[src/hw/rtl/sha256_stream_hasher_defines.svh]
// Assertion macros shared by the hasher RTL.
`ifndef SHA256_STREAM_HASHER_DEFINES_SVH
`define SHA256_STREAM_HASHER_DEFINES_SVH
// Assert that an implication holds on every clock edge outside reset.
`define SHS_ASSERT_IMPL(label, ante, cons, msg) \
	label: assert property (@(posedge clk) disable iff (!arst_n) (ante) |-> (cons)) \
		else $error(msg);
// Assert that a condition holds in the cycle after another one.
`define SHS_ASSERT_NEXT(label, ante, cons, msg) \
	label: assert property (@(posedge clk) disable iff (!arst_n) (ante) |=> (cons)) \
		else $error(msg);
`endif

[src/hw/rtl/shs_pkg.sv]
// Package with types, constants and functions of the SHA-256 stream hasher.
`default_nettype none
package shs_pkg;
	typedef enum logic [1:0] {
		MODE_DATA = 2'd0,
		MODE_DATA_END = 2'd1,
		MODE_END = 2'd2,
		MODE_END_ALT = 2'd3
	} mode_t;

	typedef struct packed {
		logic [1:0] mode;
		logic [7:0] data_byte;
	} in_item_t;

	typedef struct packed {
		logic [31:0] digest_word;
		logic [2:0] word_index;
		logic last_word;
	} out_item_t;

	typedef enum logic [2:0] {
		ST_IDLE,
		ST_PAD,
		ST_LEN,
		ST_COMP,
		ST_FOLD,
		ST_EMIT
	} state_t;

	typedef enum logic [1:0] {
		BSRC_DATA = 2'd0,
		BSRC_PAD80 = 2'd1,
		BSRC_ZERO = 2'd2,
		BSRC_LEN = 2'd3
	} bsrc_t;

	typedef struct packed {
		logic put;
		bsrc_t src;
		logic count_bits;
		logic snap_len;
		logic comp_start;
		logic comp_step;
		logic fold;
		logic emit_load;
		logic emit_adv;
		logic reinit;
	} cmd_t;

	typedef struct packed {
		logic full_next;
		logic [5:0] fill;
		logic round_last;
		logic [2:0] emit_idx;
	} sts_t;

	localparam logic [31:0] ROUND_K [64] = '{
		32'h428a2f98, 32'h71374491, 32'hb5c0fbcf, 32'he9b5dba5, 32'h3956c25b, 32'h59f111f1,
		32'h923f82a4, 32'hab1c5ed5, 32'hd807aa98, 32'h12835b01, 32'h243185be, 32'h550c7dc3,
		32'h72be5d74, 32'h80deb1fe, 32'h9bdc06a7, 32'hc19bf174, 32'he49b69c1, 32'hefbe4786,
		32'h0fc19dc6, 32'h240ca1cc, 32'h2de92c6f, 32'h4a7484aa, 32'h5cb0a9dc, 32'h76f988da,
		32'h983e5152, 32'ha831c66d, 32'hb00327c8, 32'hbf597fc7, 32'hc6e00bf3, 32'hd5a79147,
		32'h06ca6351, 32'h14292967, 32'h27b70a85, 32'h2e1b2138, 32'h4d2c6dfc, 32'h53380d13,
		32'h650a7354, 32'h766a0abb, 32'h81c2c92e, 32'h92722c85, 32'ha2bfe8a1, 32'ha81a664b,
		32'hc24b8b70, 32'hc76c51a3, 32'hd192e819, 32'hd6990624, 32'hf40e3585, 32'h106aa070,
		32'h19a4c116, 32'h1e376c08, 32'h2748774c, 32'h34b0bcb5, 32'h391c0cb3, 32'h4ed8aa4a,
		32'h5b9cca4f, 32'h682e6ff3, 32'h748f82ee, 32'h78a5636f, 32'h84c87814, 32'h8cc70208,
		32'h90befffa, 32'ha4506ceb, 32'hbef9a3f7, 32'hc67178f2
	};

	localparam logic [31:0] INIT_HASH [8] = '{
		32'h6a09e667, 32'hbb67ae85, 32'h3c6ef372, 32'ha54ff53a,
		32'h510e527f, 32'h9b05688c, 32'h1f83d9ab, 32'h5be0cd19
	};

	localparam logic [5:0] LEN_OFFSET = 6'd56;
	localparam logic [7:0] PAD_BYTE = 8'h80;

	function automatic logic [31:0] rotr(input logic [31:0] x, input int n);
		rotr = (x >> n) | (x << (32 - n));
	endfunction
endpackage
`default_nettype wire

[src/hw/rtl/shs_datapath.sv]
// Datapath of the hasher: byte buffer, counters, message schedule and round logic.
`default_nettype none
`include "sha256_stream_hasher_defines.svh"
module shs_datapath
	import shs_pkg::*;
(
	input wire logic clk,
	input wire logic arst_n,
	input wire cmd_t cmd,
	input wire logic [7:0] data_byte,
	output sts_t sts,
	output logic [31:0] digest_word
);
	logic [5:0] fill_q;
	logic [63:0] bits_q;
	logic [63:0] len_q;
	logic [31:0] hash_q [8];
	logic [31:0] v_q [8];
	logic [31:0] w_q [16];
	logic [5:0] round_q;
	logic [2:0] emit_q;
	logic [7:0] put_byte;
	logic [2:0] len_sel;
	logic [31:0] w_new, w_cur, t1, t2, s0, s1, b0, b1, ch, mj;

	assign len_sel = fill_q[2:0];

	always_comb begin
		case (cmd.src)
			BSRC_DATA: put_byte = data_byte;
			BSRC_PAD80: put_byte = PAD_BYTE;
			BSRC_ZERO: put_byte = 8'h00;
			BSRC_LEN: put_byte = len_q[63 - 8 * len_sel -: 8];
			default: put_byte = 8'h00;
		endcase
	end

	assign w_cur = w_q[0];
	assign s0 = rotr(w_q[1], 7) ^ rotr(w_q[1], 18) ^ (w_q[1] >> 3);
	assign s1 = rotr(w_q[14], 17) ^ rotr(w_q[14], 19) ^ (w_q[14] >> 10);
	assign w_new = s1 + w_q[9] + s0 + w_q[0];
	assign b1 = rotr(v_q[4], 6) ^ rotr(v_q[4], 11) ^ rotr(v_q[4], 25);
	assign ch = (v_q[4] & v_q[5]) ^ (~v_q[4] & v_q[6]);
	assign t1 = v_q[7] + b1 + ch + ROUND_K[round_q] + w_cur;
	assign b0 = rotr(v_q[0], 2) ^ rotr(v_q[0], 13) ^ rotr(v_q[0], 22);
	assign mj = (v_q[0] & v_q[1]) ^ (v_q[0] & v_q[2]) ^ (v_q[1] & v_q[2]);
	assign t2 = b0 + mj;

	always_ff @(posedge clk) begin
		if (cmd.snap_len) begin
			len_q <= bits_q;
		end
		if (cmd.put) begin
			for (int i = 0; i < 15; i++) begin
				w_q[i] <= {w_q[i][23:0], w_q[i + 1][31:24]};
			end
			w_q[15] <= {w_q[15][23:0], put_byte};
		end else if (cmd.comp_step) begin
			for (int i = 0; i < 15; i++) begin
				w_q[i] <= w_q[i + 1];
			end
			w_q[15] <= w_new;
		end
		if (cmd.comp_start) begin
			for (int i = 0; i < 8; i++) begin
				v_q[i] <= hash_q[i];
			end
		end else if (cmd.comp_step) begin
			v_q[0] <= t1 + t2;
			v_q[1] <= v_q[0];
			v_q[2] <= v_q[1];
			v_q[3] <= v_q[2];
			v_q[4] <= v_q[3] + t1;
			v_q[5] <= v_q[4];
			v_q[6] <= v_q[5];
			v_q[7] <= v_q[6];
		end
	end

	always_ff @(posedge clk or negedge arst_n) begin
		if (!arst_n) begin
			fill_q <= '0;
			bits_q <= '0;
			round_q <= '0;
			emit_q <= '0;
			for (int i = 0; i < 8; i++) begin
				hash_q[i] <= INIT_HASH[i];
			end
		end else begin
			if (cmd.reinit) begin
				fill_q <= '0;
				bits_q <= '0;
				for (int i = 0; i < 8; i++) begin
					hash_q[i] <= INIT_HASH[i];
				end
			end else begin
				if (cmd.put) begin
					fill_q <= fill_q + 6'd1;
				end
				if (cmd.count_bits) begin
					bits_q <= bits_q + 64'd8;
				end
				if (cmd.fold) begin
					for (int i = 0; i < 8; i++) begin
						hash_q[i] <= hash_q[i] + v_q[i];
					end
				end
			end
			if (cmd.comp_start) begin
				round_q <= '0;
			end else if (cmd.comp_step) begin
				round_q <= round_q + 6'd1;
			end
			if (cmd.emit_load) begin
				emit_q <= '0;
			end else if (cmd.emit_adv) begin
				emit_q <= emit_q + 3'd1;
			end
		end
	end

	assign sts.full_next = (fill_q == 6'd63);
	assign sts.fill = fill_q;
	assign sts.round_last = (round_q == 6'd63);
	assign sts.emit_idx = emit_q;
	assign digest_word = hash_q[emit_q];

	`SHS_ASSERT_NEXT(a_fill_wrap, cmd.put && !cmd.reinit && fill_q == 6'd63, fill_q == 6'd0,
		"fill count did not wrap")
	`SHS_ASSERT_NEXT(a_round_adv, cmd.comp_step && !cmd.comp_start && round_q != 6'd63,
		round_q == $past(round_q) + 6'd1, "round counter did not advance")
endmodule
`default_nettype wire

[src/hw/rtl/shs_ctrl.sv]
// Controller state machine of the hasher.
`default_nettype none
`include "sha256_stream_hasher_defines.svh"
module shs_ctrl
	import shs_pkg::*;
(
	input wire logic clk,
	input wire logic arst_n,
	input wire logic in_valid,
	input wire logic [1:0] in_mode,
	output logic in_stall,
	output logic out_valid,
	input wire logic out_stall,
	output cmd_t cmd,
	input wire sts_t sts
);
	state_t state_q, state_nx;
	logic final_q, final_nx;
	logic take;
	logic pad_done_q;
	logic pad_first_q;

	assign take = in_valid && (state_q == ST_IDLE);

	always_comb begin
		state_nx = state_q;
		final_nx = final_q;
		case (state_q)
			ST_IDLE: begin
				if (in_valid) begin
					if (in_mode == MODE_DATA) begin
						final_nx = 1'b0;
						if (sts.full_next) begin
							state_nx = ST_COMP;
						end
					end else begin
						final_nx = 1'b1;
						state_nx = ST_PAD;
						if (in_mode == MODE_DATA_END && sts.full_next) begin
							state_nx = ST_COMP;
						end
					end
				end
			end
			ST_PAD: begin
				if (sts.fill == 6'd63) begin
					state_nx = ST_COMP;
				end else if (sts.fill == LEN_OFFSET - 6'd1) begin
					state_nx = ST_LEN;
				end
			end
			ST_LEN: begin
				if (sts.fill == 6'd63) begin
					state_nx = ST_COMP;
				end
			end
			ST_COMP: begin
				if (sts.round_last) begin
					state_nx = ST_FOLD;
				end
			end
			ST_FOLD: begin
				state_nx = ST_PAD;
				if (!final_q) begin
					state_nx = ST_IDLE;
				end else if (sts.fill == 6'd0 && pad_done_q) begin
					state_nx = ST_EMIT;
				end
			end
			ST_EMIT: begin
				if (!out_stall && sts.emit_idx == 3'd7) begin
					state_nx = ST_IDLE;
					final_nx = 1'b0;
				end
			end
			default: state_nx = ST_IDLE;
		endcase
	end

	always_ff @(posedge clk or negedge arst_n) begin
		if (!arst_n) begin
			state_q <= ST_IDLE;
			final_q <= 1'b0;
			pad_done_q <= 1'b0;
		end else begin
			state_q <= state_nx;
			final_q <= final_nx;
			if (state_q == ST_LEN && sts.fill == 6'd63) begin
				pad_done_q <= 1'b1;
			end else if (cmd.reinit) begin
				pad_done_q <= 1'b0;
			end
		end
	end

	always_comb begin
		cmd = '0;
		cmd.src = BSRC_DATA;
		case (state_q)
			ST_IDLE: begin
				if (take && in_mode != MODE_END && in_mode != MODE_END_ALT) begin
					cmd.put = 1'b1;
					cmd.count_bits = 1'b1;
				end
			end
			ST_PAD: begin
				cmd.put = 1'b1;
				cmd.snap_len = 1'b1;
				cmd.src = pad_first_q ? BSRC_PAD80 : BSRC_ZERO;
			end
			ST_LEN: begin
				cmd.put = 1'b1;
				cmd.src = BSRC_LEN;
			end
			ST_COMP: begin
				cmd.comp_step = 1'b1;
			end
			ST_FOLD: begin
				cmd.fold = 1'b1;
			end
			ST_EMIT: begin
				cmd.emit_adv = !out_stall;
				if (!out_stall && sts.emit_idx == 3'd7) begin
					cmd.reinit = 1'b1;
				end
			end
			default: cmd = '0;
		endcase
		cmd.comp_start = (state_nx == ST_COMP) && (state_q != ST_COMP);
		cmd.emit_load = (state_q == ST_FOLD) && (state_nx == ST_EMIT);
	end

	always_ff @(posedge clk or negedge arst_n) begin
		if (!arst_n) begin
			pad_first_q <= 1'b1;
		end else if (state_q == ST_PAD) begin
			pad_first_q <= 1'b0;
		end else if (state_q == ST_EMIT) begin
			pad_first_q <= 1'b1;
		end
	end

	assign in_stall = (state_q != ST_IDLE);
	assign out_valid = (state_q == ST_EMIT);

	`SHS_ASSERT_IMPL(a_no_take_busy, state_q != ST_IDLE, in_stall,
		"input taken while busy")
	`SHS_ASSERT_IMPL(a_out_only_emit, out_valid, final_q && pad_done_q,
		"result shown before padding finished")
	`SHS_ASSERT_NEXT(a_fold_after_comp, state_q == ST_COMP && sts.round_last,
		state_q == ST_FOLD, "compression did not fold")
endmodule
`default_nettype wire

[src/hw/rtl/sha256_stream_hasher.sv]
// Top level of the SHA-256 stream hasher.
// Usage:
//   Input channel in/in_valid/in_stall carries one transaction per message byte.
//   mode 0 is a byte, mode 1 a byte that ends the message, mode 2 or 3 ends
//   the message without a byte. A byte that fills the 64-byte block makes
//   the shared round unit run 64 rounds (one per cycle) and then a fold
//   step before the next transaction is taken; no byte is taken while a
//   block is compressed. An ending transaction pads the block byte by byte,
//   compresses one or two blocks, then presents eight digest words on
//   out/out_valid/out_stall, word 0 first, one per cycle while out_stall is
//   low. A stalled word holds steady.
//   Input is stalled from the end transaction until the last word is taken.
//   Reset loads the initial hash and clears the byte and bit counters; the
//   block buffer needs no clearing since padding writes every entry.
`default_nettype none
module sha256_stream_hasher
	import shs_pkg::*;
(
	input wire logic clk,
	input wire logic arst_n,
	input wire logic in_valid,
	output logic in_stall,
	input wire in_item_t in_data,
	output logic out_valid,
	input wire logic out_stall,
	output out_item_t out_data
);
	cmd_t cmd;
	sts_t sts;
	logic [31:0] dword;

	shs_ctrl u_ctrl (
		.clk(clk),
		.arst_n(arst_n),
		.in_valid(in_valid),
		.in_mode(in_data.mode),
		.in_stall(in_stall),
		.out_valid(out_valid),
		.out_stall(out_stall),
		.cmd(cmd),
		.sts(sts)
	);

	shs_datapath u_dp (
		.clk(clk),
		.arst_n(arst_n),
		.cmd(cmd),
		.data_byte(in_data.data_byte),
		.sts(sts),
		.digest_word(dword)
	);

	assign out_data.digest_word = dword;
	assign out_data.word_index = sts.emit_idx;
	assign out_data.last_word = (sts.emit_idx == 3'd7);
endmodule
`default_nettype wire

[config.mk]
export PLATFORM = sky130hd
export DESIGN_NAME = sha256_stream_hasher
export DESIGN_NICKNAME = d
export VERILOG_FILES = /design/src/hw/rtl/shs_pkg.sv /design/src/hw/rtl/shs_datapath.sv /design/src/hw/rtl/shs_ctrl.sv /design/src/hw/rtl/sha256_stream_hasher.sv
export VERILOG_INCLUDE_DIRS = /design/src /design/src/hw/rtl
export SDC_FILE = /design/constraint.sdc
export NUM_CORES = 2
export LEC_CHECK = 0
export BUFFER_PORTS_ARGS = -buffer_cell sky130_fd_sc_hd__buf_2
export CORE_MARGIN = 3
export CORE_UTILIZATION = 60
export CTS_BUF_LIST = sky130_fd_sc_hd__clkbuf_8
export CTS_CLUSTER_SIZE = 40
export DETAILED_ROUTE_END_ITERATION = 16
export GPL_TIMING_DRIVEN = 0
export HOLD_SLACK_MARGIN = 0.05
export PLACE_DENSITY = 0.76
export REMOVE_ABC_BUFFERS = 1
export SYNTH_ARGS = -nofsm -noshare
export SYNTH_HDL_FRONTEND = slang
export SYNTH_HIERARCHICAL = 1
export SYNTH_SLANG_ARGS = --single-unit
[constraint.sdc]
create_clock -name clk -period 11.7 [get_ports clk]
set_input_delay 1.755 -clock clk [delete_from_list [all_inputs] [get_ports clk]]
set_output_delay 1.755 -clock clk [all_outputs]
set_load 0.02 [all_outputs]
## After elaboration in Yosys (flattened, before gate mapping)

Memories as Yosys holds them, arrays and structs flattened.
Index checks and enable logic that the tools add are counted.

- Input port bits: 14
- Output and inout port bits: 38
- Memories kept: 3
- Memory bits (read-only): 2048
- Register bits: 405
- Logic and storage cells: 222
- Bits in writable memories: 768

- Bitwise gates (word level): 53
- $add $sub $neg: 23
- Reductions and logical operators: 25
- Shift-type cells: 1
- Order comparisons: 2
- Multiplexer cells: 78
- Equal/unequal tests: 20

Memory list:

| name | words | bits a word | read ports | clocked after Yosys merged registers in | write ports | RTL line | RTL |
|---|---|---|---|---|---|---|---|
| (name not given) | 64 | 32 | 1 | 0 | 0 | shs_datapath.sv:44 | `assign t1 = v_q[7] + b1 + ch + ROUND_K[round_q] + w_cur;` |
| u_dp.w_q | 16 | 32 | 16 | 0 | 16 | shs_datapath.sv:19 | `logic [31:0] w_q [16];` |
| u_dp.v_q | 8 | 32 | 8 | 0 | 8 | shs_datapath.sv:18 | `logic [31:0] v_q [8];` |

Operators by type and width:

| operator | number |
|---|---|
| $mux W32 | 28 |
| $add A32 B32 Y32 | 18 |
| $mux W256 | 2 |
| $xor A32 B32 Y32 | 9 |
| $and A32 B32 Y32 | 5 |
| $mux W64 | 2 |
| $bmux W32 S3 | 1 |
| $shiftx A71 B33 Y8 | 1 |
| $add A64 B4 Y64 const B | 1 |
| $mux W3 | 11 |
| $not A32 Y32 | 1 |
| $or A10 B32 Y32 | 1 |
| $or A13 B32 Y32 | 1 |
| $or A14 B32 Y32 | 1 |
| $or A15 B32 Y32 | 1 |
| $or A19 B32 Y32 | 1 |
| $or A21 B32 Y32 | 1 |
| $or A25 B32 Y32 | 1 |
| $or A26 B32 Y32 | 1 |
| $or A30 B32 Y32 | 1 |
| $or A7 B32 Y32 | 1 |
| $pmux W8 S4 | 1 |
| $xor A32 B22 Y32 | 1 |
| $xor A32 B29 Y32 | 1 |
| other kinds (32) | 110 |

## Depth between registers and ports, before layout

- Word-level depth: 11
- Gate-level depth with buffers: 40
- Gate-level depth less buffers: 39

## Hierarchy

Netlist, hierarchy kept.

Modules (own cells, without submodules):

| module | cells an instance | area each (um2) | seq. area each (um2) | times used |
|---|---|---|---|---|
| shs_datapath | 7188 | 77503.1 | 33372.0 | 1 |
| shs_ctrl | 63 | 491.7 | 151.4 | 1 |
| sha256_stream_hasher | 1 | 6.3 | 0.0 | 1 |

## Least setup slack after synthesis

No wires, ideal clock.

- Path kind: input to register
- Start: in in_valid
- End: mem u_dp.w_q[0][0], enable pin
- Data required time: 11033 ps
- Library setup time: 667 ps
- Stages on the path: 8
- Setup slack: 1380 ps
- Path buffers: 3
- Arrival time: 9654 ps
- Cell sequence: or4b_4 -> or2_0 -> inv_1 -> a21o_1 -> clkbuf_1 -> clkbuf_1 -> clkbuf_1 -> or2_2

RTL lines:

| what | RTL line | RTL |
|---|---|---|
| start: declaration | sha256_stream_hasher.sv:21 | `input wire logic in_valid,` |
| end: declaration | shs_datapath.sv:19 |  |

==> flow_summary_export.csv <==
group,metric,value,unit
routing,dr.pass1.iters,6,
timing,setup_viol,0,
critical_path,cp_common_cell,"a21oi_1",
routing,drt-vias-per-instance,6.30,
floorplan,die-area,0.134,mm2
min_path,hold_class,"reg -> reg",
synth,synthMuxAreaShare,0.125,
timing,fin_crit,11310,ps
clocking,root_buffer,"clkbuf_8",
routing,drt_wl_total,217000,um
synth,async_flop_share,0.290,
clocking,clk_pin_slew,60,ps
timing,min_period_over_period,0.967,
timing,rsz0062_at_grt,"no",
finish,final-seq-area,0.0335,mm2
synth,yosysWarnings,6,
floorplan,core,0.128,mm2
critical_path,critPathArrivalTime,12120,ps
grt,track_usage,0.319,
finish,final_common_cell,"edfxtp_1",
routing,antenna_left,0,
finish,fin_util,0.660,
grt,overflow,0,
flow_run,cap_violations,0,
synth,yosys_most_used_dff,"edfxtp_1",
routing,vias,57500,
clocking,h-tree-depth,4,
synth,synth_seq_cells,1167,
routing,drtIter0Drc,6315,
routing,drc,0,
synth,synthAdderAreaFrac,0.114,
clocking,cts.path.max_buffers,3,
finish,syn_to_final_growth,8.54,%
timing,fmax,0.0884,GHz
critical_path,criticalPathCategory,"reg -> reg",
critical_path,endpoint_kind,"register",
grt,grt_pass1_vias,55900,
finish,layout.nets,7828,
synth,yosys.area_share.simple,0.106,
grt,grt_max_degree,106,
finish,final_cell_mix,"edfxtp_1 (829), nand2_1 (808), mux2_2 (596)",
timing,worst_slew_pin_slew,1420,ps
synth,synth-edff-count,829,
routing,routedWlPerCell,23.8,um
grt,grt_pass1_wl,331000,um
finish,drive_above_1_share,0.172,
status,status,"finished, final reports clean",
synth,synth-compound-area-share,0.122,
synth,postSynthAreaPerCell,10.8,um2
critical_path,crit_path_start_kind,"register",
synth,postSynthCellCount,7252,
critical_path,crit_fanout,21,
floorplan,fp.dieW,367,um
clocking,cts_tree,"yes",
timing,slew_violations,0,
critical_path,cpPeakStageDelay,720,ps
floorplan,die_h,367,um
clocking,clock_latency,970,ps
finish,n_fill_cell,9761,
floorplan,ios,52,
placed_design,routabilityCongestion,0.970,
timing,clock_skew,66.5,ps
timing,tns,0,ps
placed_design,post-dp-hpwl,160000,um
synth,synth-xor-area-share,0.0702,
timing,max_slew_margin,0.0440,
placed_design,port-buffer-count,51,
critical_path,crit_slowest_cell,"dfrtp_2",
clocking,hold_buffers,0,
timing,hold_violations,0,
synth,synth.cell_area,0.0780,mm2
grt,antenna_found_initial,4,
synth,yosysUniqueCellTypes,101,
clocking,clock-sinks,1167,
critical_path,crit_required,12510,ps
synth,ys_seq_area_frac,0.430,
floorplan,fp-row-count,131,
synth,synth_top_family_by_area,"multiplexers",
floorplan,initial_core_util,0.608,
clocking,cts_made_buffers,196,
finish,multi_input_area,0.0420,mm2
path summary, 6_finish.rpt:
kind	cells past startpoint	slack, ps	startpoint	end
max in group asynchronous	3	9290	arst_n	u_dp/emit_q[1]
worst max-delay path	35	390	u_dp/round_q[1]	u_dp/v_q[0][31]
min in group asynchronous	1	790	arst_n	u_dp/hash_q[163]
worst max register to register	35	390	u_dp/round_q[1]	u_dp/v_q[0][31]
worst min-delay path	0	480	u_dp/bits_q[63]	u_dp/len_q[63]
worst min register to register	0	480	u_dp/bits_q[63]	u_dp/len_q[63]
metal layers:
| metal | up-vias | global-route usage | wire length (um) |
|---|---|---|---|
| met2 | 2604 | 0.499 | 99600 |
| met1 | 28300 | 0.435 | 88200 |
| li1 | 26100 | - | - |
| met3 | 530 | 0.0554 | 18400 |
| met4 | 0 | 0.149 | 11100 |
| met5 | - | 0 | 0 |
repair_timing:
action,4_1_cts,5_1_grt
endpoints found under the setup margin,0,4
buffers inserted,0,0
resized for setup,0,5
state kept, by name, summed over array words and instances, names as in the netlist:
name	count
u_ctrl/pad_first_q	1
u_ctrl/pad_done_q	1
u_dp/fill_q	6
u_dp/v_q	256
u_dp/bits_q	61
u_dp/len_q	61
u_ctrl/final_q	1
u_dp/round_q	6
u_dp/emit_q	3
u_dp/hash_q	256
u_dp/w_q	512
u_ctrl/state_q	3
final cells by class:
cell class,count,area share
Multi-Input combinational cell,5396,0.496
Inverter,329,0.0147
Tap cell,1729,0.0256
Timing Repair Buffer,133,0.0220
Clock inverter,160,0.0120
Sequential cell,1167,0.396
Antenna cell,3,0.0000887
Clock buffer,208,0.0338
Yosys cell counts, types with 57 or more instances:
cell	instances	area, um2
nor2_1	487	1830
nor2b_1	66	413
xor2_1	215	1880
clkbuf_1	316	1190
fa_1	195	3900
nor3_1	88	440
a21oi_1	419	2100
a21o_1	198	1490
mux4_2	82	1850
ha_1	396	4950
nand2b_1	66	413
o21ai_0	349	1750
inv_1	324	1220
nand2_1	808	3030
xnor2_1	408	3570
dfrtp_1	201	5030
o21ai_1	98	490
nand3_1	109	546
dfstp_2	137	3600
mux2i_1	115	1150
mux2_2	596	6710
a211oi_1	57	428
edfxtp_1	829	24900
through the flow:
stage | area [um2] | hold WS (ps) | worst slack [ps] | instances
after global routing | 84700 | 491 | 69.5 | 9124
after CTS | 84600 | 475 | 82.1 | 9122
after floorplan | 76600 | 444 | -17060 | 6892
after global placement | 79100 | 460 | -39290 | 8672
final | 84700 | 478 | 390 | 9125
after detailed placement | 80800 | 465 | 62.2 | 8754
kinds of logic (layout without fill, tap and decap cells):
logic type,Yosys count,in the layout
AO/OA/AOI/OAI,1520,1520
XOR/XNOR,624,624
adder cells (fa/ha/maj),594,594
buffers and inverters,689,830
flip-flops,1167,1167
multiplexers,795,795
other,0,3
AND/OR/NAND/NOR,1863,1863
critical path: cells and delay by family (launching register included):
family / cells / cell delay (ps)
compound gates: 17 / 4490
fa+ha+maj: 7 / 3280
simple gates: 4 / 1130
xor+xnor: 2 / 820
buf+inv: 5 / 740
flops: 1 / 720
Power is left out: the tool's default activity adds up to more than one toggle a clock period on the data nets, which glitch-free logic cannot reach.
